$ cat src/hdl/rukf_pkg.sv
// Shared types, codes and constant tables for the row upscale kernel filter.
package rukf_pkg;

    // Field widths of the stream payloads.
    localparam int INDEX_W    = 11;
    localparam int PIXEL_W    = 8;
    localparam int S_TDATA_W  = 24;
    localparam int M_TDATA_W  = 8;
    localparam int CFG_DATA_W = 9;
    localparam int CFG_IDX_W  = 2;

    // Request kinds carried in s_tuser.
    localparam logic REQ_STORE   = 1'b0;
    localparam logic REQ_COMPUTE = 1'b1;

    // Kernel selection codes.
    localparam logic [2:0] KER_BOX      = 3'd0;
    localparam logic [2:0] KER_TENT     = 3'd1;
    localparam logic [2:0] KER_GAUSS    = 3'd2;
    localparam logic [2:0] KER_BELL     = 3'd3;
    localparam logic [2:0] KER_MITCHELL = 3'd4;

    // Configuration register indexes.
    localparam logic [CFG_IDX_W-1:0] CFG_KERNEL = 2'd0;
    localparam logic [CFG_IDX_W-1:0] CFG_FACTOR = 2'd1;
    localparam logic [CFG_IDX_W-1:0] CFG_WIDTH  = 2'd2;

    // Configuration reset values.
    localparam logic [2:0]            KERNEL_RESET = KER_TENT;
    localparam logic [3:0]            FACTOR_RESET = 4'd2;
    localparam logic [CFG_DATA_W-1:0] WIDTH_RESET  = 9'd256;

    // Gaussian samples at steps of 1/8, Q2.14.
    localparam int GAUSS_LAST = 32;
    localparam logic [15:0] GAUSS_Q14 [0:GAUSS_LAST] = '{
        16'd6536, 16'd6485, 16'd6335, 16'd6092, 16'd5768, 16'd5377, 16'd4934, 16'd4457,
        16'd3964, 16'd3471, 16'd2993, 16'd2540, 16'd2122, 16'd1746, 16'd1414, 16'd1127,
        16'd885,  16'd684,  16'd520,  16'd389,  16'd287,  16'd208,  16'd149,  16'd105,
        16'd73,   16'd50,   16'd33,   16'd22,   16'd14,   16'd9,    16'd6,    16'd4,
        16'd2
    };

    typedef enum logic [3:0] {
        ST_IDLE,
        ST_DIV,
        ST_SETUP,
        ST_READ,
        ST_SQUARE,
        ST_HALFSQ,
        ST_CUBE,
        ST_POLY,
        ST_RECIP,
        ST_WEIGHT,
        ST_MAC,
        ST_ACC,
        ST_FINISH
    } state_t;

endpackage

$ cat src/hdl/row_upscale_kernel_filter_top.sv
// Top level of the row upscale kernel filter: sequencer, shared multiplier and row buffer.
//
// Usage: the slave stream carries requests. s_tuser[0] selects a store (write
// pixel_value at pixel_index into the row buffer) or a compute (produce output
// pixel pixel_index of the upscaled row). A store makes no result, so stores
// can stream back to back. A compute makes exactly one result on the master
// stream: the filtered pixel in m_tdata and the out-of-range flag in
// m_tuser[0].
// A compute runs a bit-serial long division of the output index by the
// factor, a setup step, then per tap the states read, square, half square,
// cube, poly, recip, weight, MAC and acc on the single shared multiplier
// (square, cube, bell square, reciprocal of 18, pixel times weight), and a
// final step to saturate. A compute has at most factor + 1 taps; an
// out-of-range index skips the division and goes straight to the final step.
// The result sits in an output register, so new stores are taken while it
// waits; a following compute holds in its final cycle until the receiver
// takes the previous result. Configuration is a plain write port and should
// only be written while no compute is in flight.
// Reset (aresetn low, synchronous) returns the sequencer to idle, empties the
// output register and loads the register defaults; the row buffer keeps its
// contents and must be written before it is read.
module row_upscale_kernel_filter_top #(
    parameter int ROW_PIXELS       = 256,
    parameter int MAX_FACTOR       = 8,
    parameter int WEIGHT_FRAC_BITS = 14
) (
    input  logic                                aclk,
    input  logic                                aresetn,
    input  logic                                s_tvalid,
    output logic                                s_tready,
    // [10:0] pixel_index, [18:11] pixel_value, [23:19] zero
    input  logic [rukf_pkg::S_TDATA_W-1:0]      s_tdata,
    // [0] req_type
    input  logic [0:0]                          s_tuser,
    output logic                                m_tvalid,
    input  logic                                m_tready,
    // [7:0] pixel_out
    output logic [rukf_pkg::M_TDATA_W-1:0]      m_tdata,
    // [0] out_of_range
    output logic [0:0]                          m_tuser,
    input  logic                                cfg_we,
    input  logic [rukf_pkg::CFG_IDX_W-1:0]      cfg_index,
    input  logic [rukf_pkg::CFG_DATA_W-1:0]     cfg_data
);

    localparam int W     = WEIGHT_FRAC_BITS;
    localparam int ONE   = 1 << W;
    localparam int XW    = rukf_pkg::INDEX_W;
    localparam int IW    = $clog2(ROW_PIXELS);
    localparam int KW    = (IW > XW) ? IW : XW;
    localparam int FW    = $clog2(MAX_FACTOR + 1);
    localparam int WDW   = $clog2(ROW_PIXELS + 1);
    localparam int CW    = (WDW > rukf_pkg::CFG_DATA_W) ? WDW : rukf_pkg::CFG_DATA_W;
    localparam int QW    = XW + W;
    localparam int DCW   = $clog2(QW);
    localparam int SW    = KW + 2;
    localparam int DW    = KW + W + 1;
    localparam int AW    = W + 3;
    localparam int A2W   = W + 5;
    localparam int A3W   = W + 7;
    localparam int BLW   = W + 1;
    localparam int WW    = W + 2;
    localparam int NW    = W + 16;
    localparam int NB    = W + 9;
    localparam int S18   = NB + 5;
    localparam int QDW   = NB - 4;
    localparam int MW    = W + 11;
    localparam int PW    = 2 * MW;
    localparam int ACCW  = W + 16;
    localparam int GIW   = W + 7;
    localparam int GSHL  = (W >= 14) ? W - 14 : 0;
    localparam int GSHR  = (W >= 14) ? 0 : 14 - W;
    localparam int GW    = 16 + GSHL;
    localparam longint M18 = ((longint'(1) << S18) + 17) / 18;

    localparam logic [AW-1:0]  A_HALF      = AW'(ONE / 2);
    localparam logic [AW-1:0]  A_ONE       = AW'(ONE);
    localparam logic [AW-1:0]  A_THREEHALF = AW'((3 * ONE) / 2);
    localparam logic [AW-1:0]  A_TWO       = AW'(2 * ONE);
    localparam logic [AW-1:0]  A_SAT       = AW'(5 * ONE);
    localparam logic [A2W-1:0] A2_3Q       = A2W'((3 * ONE) / 4);

    rukf_pkg::state_t state_reg, state_next;

    // Configuration registers.
    logic [2:0]                      cfg_kernel_reg;
    logic [3:0]                      cfg_factor_reg;
    logic [rukf_pkg::CFG_DATA_W-1:0] cfg_width_reg;

    logic [FW-1:0]  f_eff;
    logic [WDW-1:0] w_eff;

    // Input decode.
    logic          in_req;
    logic [XW-1:0] in_index;
    logic [7:0]    in_value;
    logic          in_accept;
    logic          in_oor;

    // Divider.
    logic [DCW-1:0] cnt_reg;
    logic [XW-1:0]  jsh_reg;
    logic [FW-1:0]  rem_reg, rem_new, jr_reg;
    logic [FW:0]    rem2;
    logic           div_ge;
    logic [QW-1:0]  quo_reg;

    // Tap loop.
    logic [IW-1:0]   k_reg, right_reg;
    logic [IW-1:0]   left_k, right_k;
    logic [AW-1:0]   a_reg, a_next;
    logic            neg_reg, neg_next;
    logic [A2W-1:0]  a2_reg;
    logic [BLW-1:0]  bell_reg;
    logic [NB-1:0]   num_abs_reg, num_abs_next;
    logic            num_neg_reg, num_neg_next;
    logic signed [WW-1:0]   weight_reg, weight_next;
    logic signed [ACCW-1:0] acc_reg;
    logic            oor_reg;

    // Shared multiplier.
    logic signed [MW-1:0] mul_a, mul_b;
    logic signed [PW-1:0] mul_p_reg, mul_p_next;

    // Row buffer.
    logic          ram_we, ram_re;
    logic [IW-1:0] ram_waddr;
    logic [7:0]    ram_rdata;

    // Output register.
    logic       m_valid_reg;
    logic [7:0] m_data_reg, res_sat;
    logic       m_user_reg;
    logic       out_load;

    assign in_req   = s_tuser[0];
    assign in_index = s_tdata[XW-1:0];
    assign in_value = s_tdata[XW+rukf_pkg::PIXEL_W-1:XW];
    assign in_accept = s_tvalid && s_tready;
    assign ram_waddr = IW'(in_index);

    // Factor and width as the datapath sees them.
    always_comb begin
        if (cfg_factor_reg == 4'd0) begin
            f_eff = FW'(1);
        end else if (5'(cfg_factor_reg) > 5'(MAX_FACTOR)) begin
            f_eff = FW'(MAX_FACTOR);
        end else begin
            f_eff = FW'(cfg_factor_reg);
        end
        if (cfg_width_reg == '0) begin
            w_eff = WDW'(1);
        end else if (CW'(cfg_width_reg) > CW'(ROW_PIXELS)) begin
            w_eff = WDW'(ROW_PIXELS);
        end else begin
            w_eff = WDW'(cfg_width_reg);
        end
    end

    assign in_oor = 32'(in_index) >= 32'(w_eff) * 32'(f_eff);

    // One step of restoring division of index * 2^W by the factor.
    always_comb begin
        rem2   = {rem_reg, jsh_reg[XW-1]};
        div_ge = rem2 >= {1'b0, f_eff};
        rem_new = div_ge ? FW'(rem2 - {1'b0, f_eff}) : FW'(rem2);
    end

    // Window bounds from the integer and remainder parts of index / factor.
    always_comb begin
        logic [XW-1:0]        jq;
        logic                 up;
        logic signed [SW-1:0] left_s, right_s, wm1;
        jq = quo_reg[QW-1:W];
        up = {jr_reg, 1'b0} >= {1'b0, f_eff};
        left_s  = SW'(jq) - SW'(f_eff >> 1) - SW'(f_eff[0] && !up);
        right_s = SW'(jq) + SW'(f_eff >> 1) + SW'(f_eff[0] && up);
        wm1     = SW'(w_eff) - SW'(1);
        left_k  = (left_s < 0) ? '0 : IW'(left_s);
        right_k = (right_s > wm1) ? IW'(wm1) : IW'(right_s);
    end

    // Tap offset magnitude: the tap lies left of the source position when
    // k * factor < index, and the rounding direction follows from that side.
    always_comb begin
        logic [KW-1:0] kx, jqx;
        logic [DW-1:0] lfix_x, lceil_x, kone, diff;
        kx  = KW'(k_reg);
        jqx = KW'(quo_reg[QW-1:W]);
        neg_next = (kx < jqx) || ((kx == jqx) && (jr_reg != '0));
        lfix_x  = DW'(quo_reg);
        lceil_x = lfix_x + DW'(rem_reg != '0);
        kone    = DW'(kx) << W;
        diff    = neg_next ? lfix_x - kone : kone - lceil_x;
        a_next  = (diff > DW'(5 * ONE)) ? A_SAT : AW'(diff);
    end

    // Mitchell-Netravali numerator; the cube arrives from the multiplier.
    always_comb begin
        logic signed [NW-1:0] a_s, a2_s, a3_s, num;
        a_s  = signed'(NW'(a_reg));
        a2_s = signed'(NW'(a2_reg));
        a3_s = signed'(NW'(mul_p_reg[W+A3W-1:W]));
        if (a_reg <= A_ONE) begin
            num = NW'(a3_s * 21 - a2_s * 36 + 16 * ONE);
        end else begin
            num = NW'(a2_s * 36 - a3_s * 7 - a_s * 60 + 32 * ONE);
        end
        num_neg_next = num < 0;
        num_abs_next = NB'(num_neg_next ? -num : num);
    end

    // Weight of the current tap for the selected kernel.
    always_comb begin
        logic [GIW-1:0] gsum;
        logic [6:0]     gidx;
        logic [15:0]    graw;
        logic [GW-1:0]  gtmp;
        logic signed [WW-1:0] gw, qw;
        gsum = GIW'({a_reg, 3'b000}) + GIW'(ONE / 2);
        gidx = gsum[GIW-1:W];
        graw = (gidx > 7'(rukf_pkg::GAUSS_LAST)) ? 16'd0 : rukf_pkg::GAUSS_Q14[gidx[5:0]];
        gtmp = (GW'(graw) << GSHL) >> GSHR;
        gw   = signed'(WW'(gtmp));
        qw   = signed'(WW'(mul_p_reg[S18+QDW-1:S18]));
        case (cfg_kernel_reg)
            rukf_pkg::KER_BOX: begin
                if (neg_reg ? (a_reg <= A_HALF) : (a_reg < A_HALF)) begin
                    weight_next = WW'(ONE);
                end else begin
                    weight_next = '0;
                end
            end
            rukf_pkg::KER_TENT: begin
                weight_next = (a_reg <= A_ONE) ? signed'(WW'(A_ONE - a_reg)) : '0;
            end
            rukf_pkg::KER_GAUSS: begin
                weight_next = gw;
            end
            rukf_pkg::KER_BELL: begin
                if (a_reg <= A_HALF) begin
                    weight_next = signed'(WW'(A2_3Q - a2_reg));
                end else if (a_reg <= A_THREEHALF) begin
                    weight_next = signed'(WW'(bell_reg));
                end else begin
                    weight_next = '0;
                end
            end
            rukf_pkg::KER_MITCHELL: begin
                weight_next = (a_reg <= A_TWO) ? (num_neg_reg ? -qw : qw) : '0;
            end
            default: begin
                weight_next = '0;
            end
        endcase
    end

    // Saturation of the accumulated sum.
    always_comb begin
        logic signed [ACCW-1:0] res_sh;
        res_sh = acc_reg >>> W;
        if (acc_reg < 0) begin
            res_sat = 8'd0;
        end else if (res_sh > ACCW'(255)) begin
            res_sat = 8'hFF;
        end else begin
            res_sat = res_sh[7:0];
        end
    end

    assign out_load = (state_reg == rukf_pkg::ST_FINISH) && (!m_valid_reg || m_tready);

    // Next state.
    always_comb begin
        state_next = state_reg;
        case (state_reg)
            rukf_pkg::ST_IDLE: begin
                if (in_accept && in_req == rukf_pkg::REQ_COMPUTE) begin
                    state_next = in_oor ? rukf_pkg::ST_FINISH : rukf_pkg::ST_DIV;
                end
            end
            rukf_pkg::ST_DIV: begin
                if (cnt_reg == DCW'(QW - 1)) begin
                    state_next = rukf_pkg::ST_SETUP;
                end
            end
            rukf_pkg::ST_SETUP:  state_next = rukf_pkg::ST_READ;
            rukf_pkg::ST_READ:   state_next = rukf_pkg::ST_SQUARE;
            rukf_pkg::ST_SQUARE: state_next = rukf_pkg::ST_HALFSQ;
            rukf_pkg::ST_HALFSQ: state_next = rukf_pkg::ST_CUBE;
            rukf_pkg::ST_CUBE:   state_next = rukf_pkg::ST_POLY;
            rukf_pkg::ST_POLY:   state_next = rukf_pkg::ST_RECIP;
            rukf_pkg::ST_RECIP:  state_next = rukf_pkg::ST_WEIGHT;
            rukf_pkg::ST_WEIGHT: state_next = rukf_pkg::ST_MAC;
            rukf_pkg::ST_MAC:    state_next = rukf_pkg::ST_ACC;
            rukf_pkg::ST_ACC: begin
                state_next = (k_reg == right_reg) ? rukf_pkg::ST_FINISH : rukf_pkg::ST_READ;
            end
            rukf_pkg::ST_FINISH: begin
                if (out_load) begin
                    state_next = rukf_pkg::ST_IDLE;
                end
            end
            default: state_next = rukf_pkg::ST_IDLE;
        endcase
    end

    // Outputs of the sequencer: handshake, buffer port and multiplier operands.
    always_comb begin
        logic [AW-1:0] t;
        t = (a_reg >= A_THREEHALF) ? '0 : A_THREEHALF - a_reg;
        s_tready = 1'b0;
        ram_we   = 1'b0;
        ram_re   = 1'b0;
        mul_a    = '0;
        mul_b    = '0;
        case (state_reg)
            rukf_pkg::ST_IDLE: begin
                s_tready = 1'b1;
                ram_we = s_tvalid && (in_req == rukf_pkg::REQ_STORE)
                         && (32'(in_index) < 32'(ROW_PIXELS));
            end
            rukf_pkg::ST_READ: begin
                ram_re = 1'b1;
            end
            rukf_pkg::ST_SQUARE: begin
                mul_a = MW'(a_reg);
                mul_b = MW'(a_reg);
            end
            rukf_pkg::ST_HALFSQ: begin
                mul_a = MW'(t);
                mul_b = MW'(t);
            end
            rukf_pkg::ST_CUBE: begin
                mul_a = MW'(a2_reg);
                mul_b = MW'(a_reg);
            end
            rukf_pkg::ST_RECIP: begin
                mul_a = MW'(num_abs_reg);
                mul_b = MW'(M18);
            end
            rukf_pkg::ST_MAC: begin
                mul_a = MW'(ram_rdata);
                mul_b = MW'(weight_reg);
            end
            default: begin
                mul_a = '0;
            end
        endcase
    end

    assign mul_p_next = PW'(mul_a) * PW'(mul_b);

    // Control registers.
    always_ff @(posedge aclk) begin
        if (!aresetn) begin
            state_reg      <= rukf_pkg::ST_IDLE;
            m_valid_reg    <= 1'b0;
            cnt_reg        <= '0;
            cfg_kernel_reg <= rukf_pkg::KERNEL_RESET;
            cfg_factor_reg <= rukf_pkg::FACTOR_RESET;
            cfg_width_reg  <= rukf_pkg::WIDTH_RESET;
        end else begin
            state_reg <= state_next;
            if (out_load) begin
                m_valid_reg <= 1'b1;
            end else if (m_tready) begin
                m_valid_reg <= 1'b0;
            end
            if (state_reg == rukf_pkg::ST_DIV) begin
                cnt_reg <= cnt_reg + DCW'(1);
            end else begin
                cnt_reg <= '0;
            end
            if (cfg_we) begin
                case (cfg_index)
                    rukf_pkg::CFG_KERNEL: cfg_kernel_reg <= cfg_data[2:0];
                    rukf_pkg::CFG_FACTOR: cfg_factor_reg <= cfg_data[3:0];
                    rukf_pkg::CFG_WIDTH:  cfg_width_reg  <= cfg_data;
                    default: cfg_kernel_reg <= cfg_kernel_reg;
                endcase
            end
        end
    end

    // Datapath registers.
    always_ff @(posedge aclk) begin
        mul_p_reg <= mul_p_next;
        case (state_reg)
            rukf_pkg::ST_IDLE: begin
                if (in_accept && in_req == rukf_pkg::REQ_COMPUTE) begin
                    jsh_reg <= in_index;
                    rem_reg <= '0;
                    oor_reg <= in_oor;
                    acc_reg <= '0;
                end
            end
            rukf_pkg::ST_DIV: begin
                jsh_reg <= {jsh_reg[XW-2:0], 1'b0};
                rem_reg <= rem_new;
                quo_reg <= {quo_reg[QW-2:0], div_ge};
                // After the integer quotient bits the remainder is index mod factor.
                if (cnt_reg == DCW'(XW - 1)) begin
                    jr_reg <= rem_new;
                end
            end
            rukf_pkg::ST_SETUP: begin
                k_reg     <= left_k;
                right_reg <= right_k;
            end
            rukf_pkg::ST_READ: begin
                a_reg   <= a_next;
                neg_reg <= neg_next;
            end
            rukf_pkg::ST_HALFSQ: begin
                a2_reg <= mul_p_reg[W+A2W-1:W];
            end
            rukf_pkg::ST_CUBE: begin
                bell_reg <= mul_p_reg[W+BLW:W+1];
            end
            rukf_pkg::ST_POLY: begin
                num_abs_reg <= num_abs_next;
                num_neg_reg <= num_neg_next;
            end
            rukf_pkg::ST_WEIGHT: begin
                weight_reg <= weight_next;
            end
            rukf_pkg::ST_ACC: begin
                acc_reg <= acc_reg + ACCW'(mul_p_reg);
                if (k_reg != right_reg) begin
                    k_reg <= k_reg + IW'(1);
                end
            end
            default: begin
                k_reg <= k_reg;
            end
        endcase
        if (out_load) begin
            m_data_reg <= oor_reg ? 8'd0 : res_sat;
            m_user_reg <= oor_reg;
        end
    end

    rukf_ram #(
        .WIDTH (rukf_pkg::PIXEL_W),
        .DEPTH (ROW_PIXELS)
    ) u_row_ram (
        .aclk  (aclk),
        .we    (ram_we),
        .waddr (ram_waddr),
        .wdata (in_value),
        .re    (ram_re),
        .raddr (k_reg),
        .rdata (ram_rdata)
    );

    assign m_tvalid   = m_valid_reg;
    assign m_tdata    = m_data_reg;
    assign m_tuser[0] = m_user_reg;

endmodule

$ cat src/hdl/rukf_ram.sv
// Generic single write port RAM with a registered read port.
module rukf_ram #(
    parameter int WIDTH = 8,
    parameter int DEPTH = 256
) (
    input  logic                     aclk,
    input  logic                     we,
    input  logic [$clog2(DEPTH)-1:0] waddr,
    input  logic [WIDTH-1:0]         wdata,
    input  logic                     re,
    input  logic [$clog2(DEPTH)-1:0] raddr,
    output logic [WIDTH-1:0]         rdata
);

    logic [WIDTH-1:0] mem_reg [0:DEPTH-1];
    logic [WIDTH-1:0] rdata_reg;

    always_ff @(posedge aclk) begin
        if (we) begin
            mem_reg[waddr] <= wdata;
        end
        if (re) begin
            rdata_reg <= mem_reg[raddr];
        end
    end

    assign rdata = rdata_reg;

endmodule

$ cat config.mk
export PLATFORM = sky130hd
export DESIGN_NAME = row_upscale_kernel_filter_top
export DESIGN_NICKNAME = d
export VERILOG_FILES = /design/src/hdl/rukf_pkg.sv /design/src/hdl/row_upscale_kernel_filter_top.sv /design/src/hdl/rukf_ram.sv
export SDC_FILE = /design/constraint.sdc
export NUM_CORES = 2
export LEC_CHECK = 0
export BUFFER_PORTS_ARGS = -buffer_cell sky130_fd_sc_hd__buf_2
export CORE_ASPECT_RATIO = 1.5
export CORE_UTILIZATION = 35
export CTS_CLUSTER_DIAMETER = 100
export DETAILED_ROUTE_END_ITERATION = 8
export SLEW_MARGIN = 20
export SYNTH_ARGS = -nofsm -noshare
export SYNTH_HDL_FRONTEND = slang
export SYNTH_SLANG_ARGS = --single-unit
$ cat constraint.sdc
create_clock -name aclk -period 17.3 [get_ports aclk]
set_input_delay 1.73 -clock aclk [delete_from_list [all_inputs] [get_ports aclk]]
set_output_delay 1.73 -clock aclk [all_outputs]
set_load 0.005 [all_outputs]
==> impl_metrics.toml <==
[synthesis]
syn_avg_cell_area_um2 = 15.1
synthFlopType = "edfxtp_1"
ys_warn_count = 0
synthCells = 8265
ys_seq_elements = 2318
ys_async_sr_fraction = 0
syn-cell-area_um2 = 125000
yosysSeqAreaShare = 0.552
synth_top_area_share = 0.541
synth_commonest_cells = "edfxtp_1, inv_1, mux4_2"
synth_most_common_cell = "edfxtp_1"
synth_area_leaders = "edfxtp_1, mux4_2, fa_1"
ys_types = 97
synth_edf_count = 2248
synth_top_area_cell = "edfxtp_1"

[clock_network]
clk_latency_ns = 0.93
cts_max_level = 4
cts_root_buf = "clkbuf_16"
cts_tree = "done"
ctsHoldBuffers = 0
clk_pin_slew_ns = 0.07
clockBufferDepth = 4
numClockSinks = 2318
numCtsBuffers = 212
post_cts_resized = 0
cts_setup_buffers = 0

[die]
core-area_um2 = 355000
die_h_um = 733
die_x_um = 489
dieArea_um2 = 359000
num_rows = 268
num_io_pins = 52
start_util = 0.352

[timing]
fin_tns_setup_ns = 0
hold_violations = 0
rsz0062_at_grt = "no"
fin_worst_skew_ns = 0.141
max_freq_mhz = 84.0
finalCritPeriodShare = 0.688
whs_ns = 0.482
slew_headroom = 0.205
drv_slew = 0
fin_crit_ns = 11.91
setup_viol = 0
max_slew.worst_pin.slew_ns = 1.18

[global_route]
grt_pass1_vias = 74900
grt_max_degree = 170
antenna_found_initial = 13
grt_usage = 0.187
grt_overflow = 0
grt_pass1_wl_um = 496000

[cells_and_area]
multiInputGateArea_um2 = 51400
largest_register_ffs = 2048
fillerInstances = 32900
regArea_um2 = 68900
final_nets = 9661
syn_to_final_growth_pct = 10.5
drive_above_1_share = 0.142

[routing]
firstDrtPassIters = 8
drt-wirelength-per-cell_um = 25.1
drc = 0
drtIter0Drc = 5640
viasPerCell = 5.30
antenna_left = 0
vias = 70600
wl_um = 334000

[worst_setup_path]
cp_data_required_time_ns = 18.02
critical_path.max_stage_delay_ns = 0.88
worst-path-max-fanout = 26
cp.arrival_ns = 12.63
crit_type = "reg2reg"
crit_top_cell = "fa_1"
worst-path-buf-inv = 7
crit_family = "compound AO/OA/AOI/OAI gates"
cp-start-kind = "flop"
worstSetupEndpointType = "flop"
critical_path.slowest_cell = "a311oi_1"

[placed_design]
io_buffers = 46
dp_hpwl_um = 233000
gp_congestion = 0.960

[min_path]
worstHoldPathType = "reg2reg"

[flow_run]
cap_violations = 0

[outcome]
status = "finished, final reports clean"
per-layer routing:
layer | part of all wire | vias up | track usage | routed length [µm]
met4 | 0.057 | 8 | 0.0910 | 19200
met3 | 0.056 | 693 | 0.0272 | 18800
li1 | - | 30500 | - | -
met1 | 0.36 | 37000 | 0.215 | 121000
met5 | 0.00090 | - | 0 | 301
met2 | 0.52 | 2347 | 0.336 | 175000
placed cells by master, fill, tap and decap left out, types with 129 or more instances in the layout:
cell type  count
edfxtp_1    2248
inv_1        990
mux4_2       678
fa_1         673
nor2_1       594
nand2_1      516
ha_1         512
clkbuf_16    215
xnor2_1      208
a21oi_1      201
o21ai_0      163
buf_4        129
cell families (layout without fill, tap and decap cells):
group / count (synthesis) / count (layout) / share of synthesized area
other cells: 2 / 92 / 0.0000602
mux: 718 / 718 / 0.126
flops: 2318 / 2318 / 0.552
simple gates: 1632 / 1632 / 0.0589
compound gates: 808 / 808 / 0.0432
fa+ha+maj: 1185 / 1185 / 0.159
buf+inv: 1303 / 1548 / 0.0395
xor+xnor: 299 / 299 / 0.0210
worst register-to-register path: cells and delay by family (launching register included):
family          cells  cell delay, ns
simple gates        9            1.80
buf+inv             7            0.85
fa+ha+maj           9            4.11
xor+xnor            1            0.15
compound gates     11            4.17
flops               1            0.66
worst paths after layout:
check	end	cells past startpoint	slack, ns	from
setup / recovery	mul_p_reg[40]	37	5.39	a_reg[2]
hold / removal	cnt_reg[0]	1	0.48	cnt_reg[0]
setup reg to reg	mul_p_reg[40]	37	5.39	a_reg[2]
hold reg to reg	cnt_reg[0]	1	0.48	cnt_reg[0]
layout make-up:
| cell class | count | area share |
|---|---|---|
| flip-flops and latches | 2318 | 0.500 |
| well taps | 4725 | 0.0429 |
| diodes | 7 | 0.000127 |
| clock inverters | 118 | 0.00667 |
| multi-input cells | 4727 | 0.373 |
| clock buffers | 254 | 0.0403 |
| repair buffers | 180 | 0.0100 |
| inverters | 996 | 0.0272 |
stage by stage:
stage	cells	area [µm²]	util	setup WS (ns)
global route	13300	138000	0.388	5.10
global placement	12900	131000	0.370	5.80
CTS	13300	138000	0.388	5.54
detailed placement	12900	131000	0.370	5.70
floorplan	8348	125000	-	8.16
finish	13300	138000	0.388	5.39
Power is left out: the tool's default activity adds up to more than one toggle a clock period on the data nets, which glitch-free logic cannot reach.
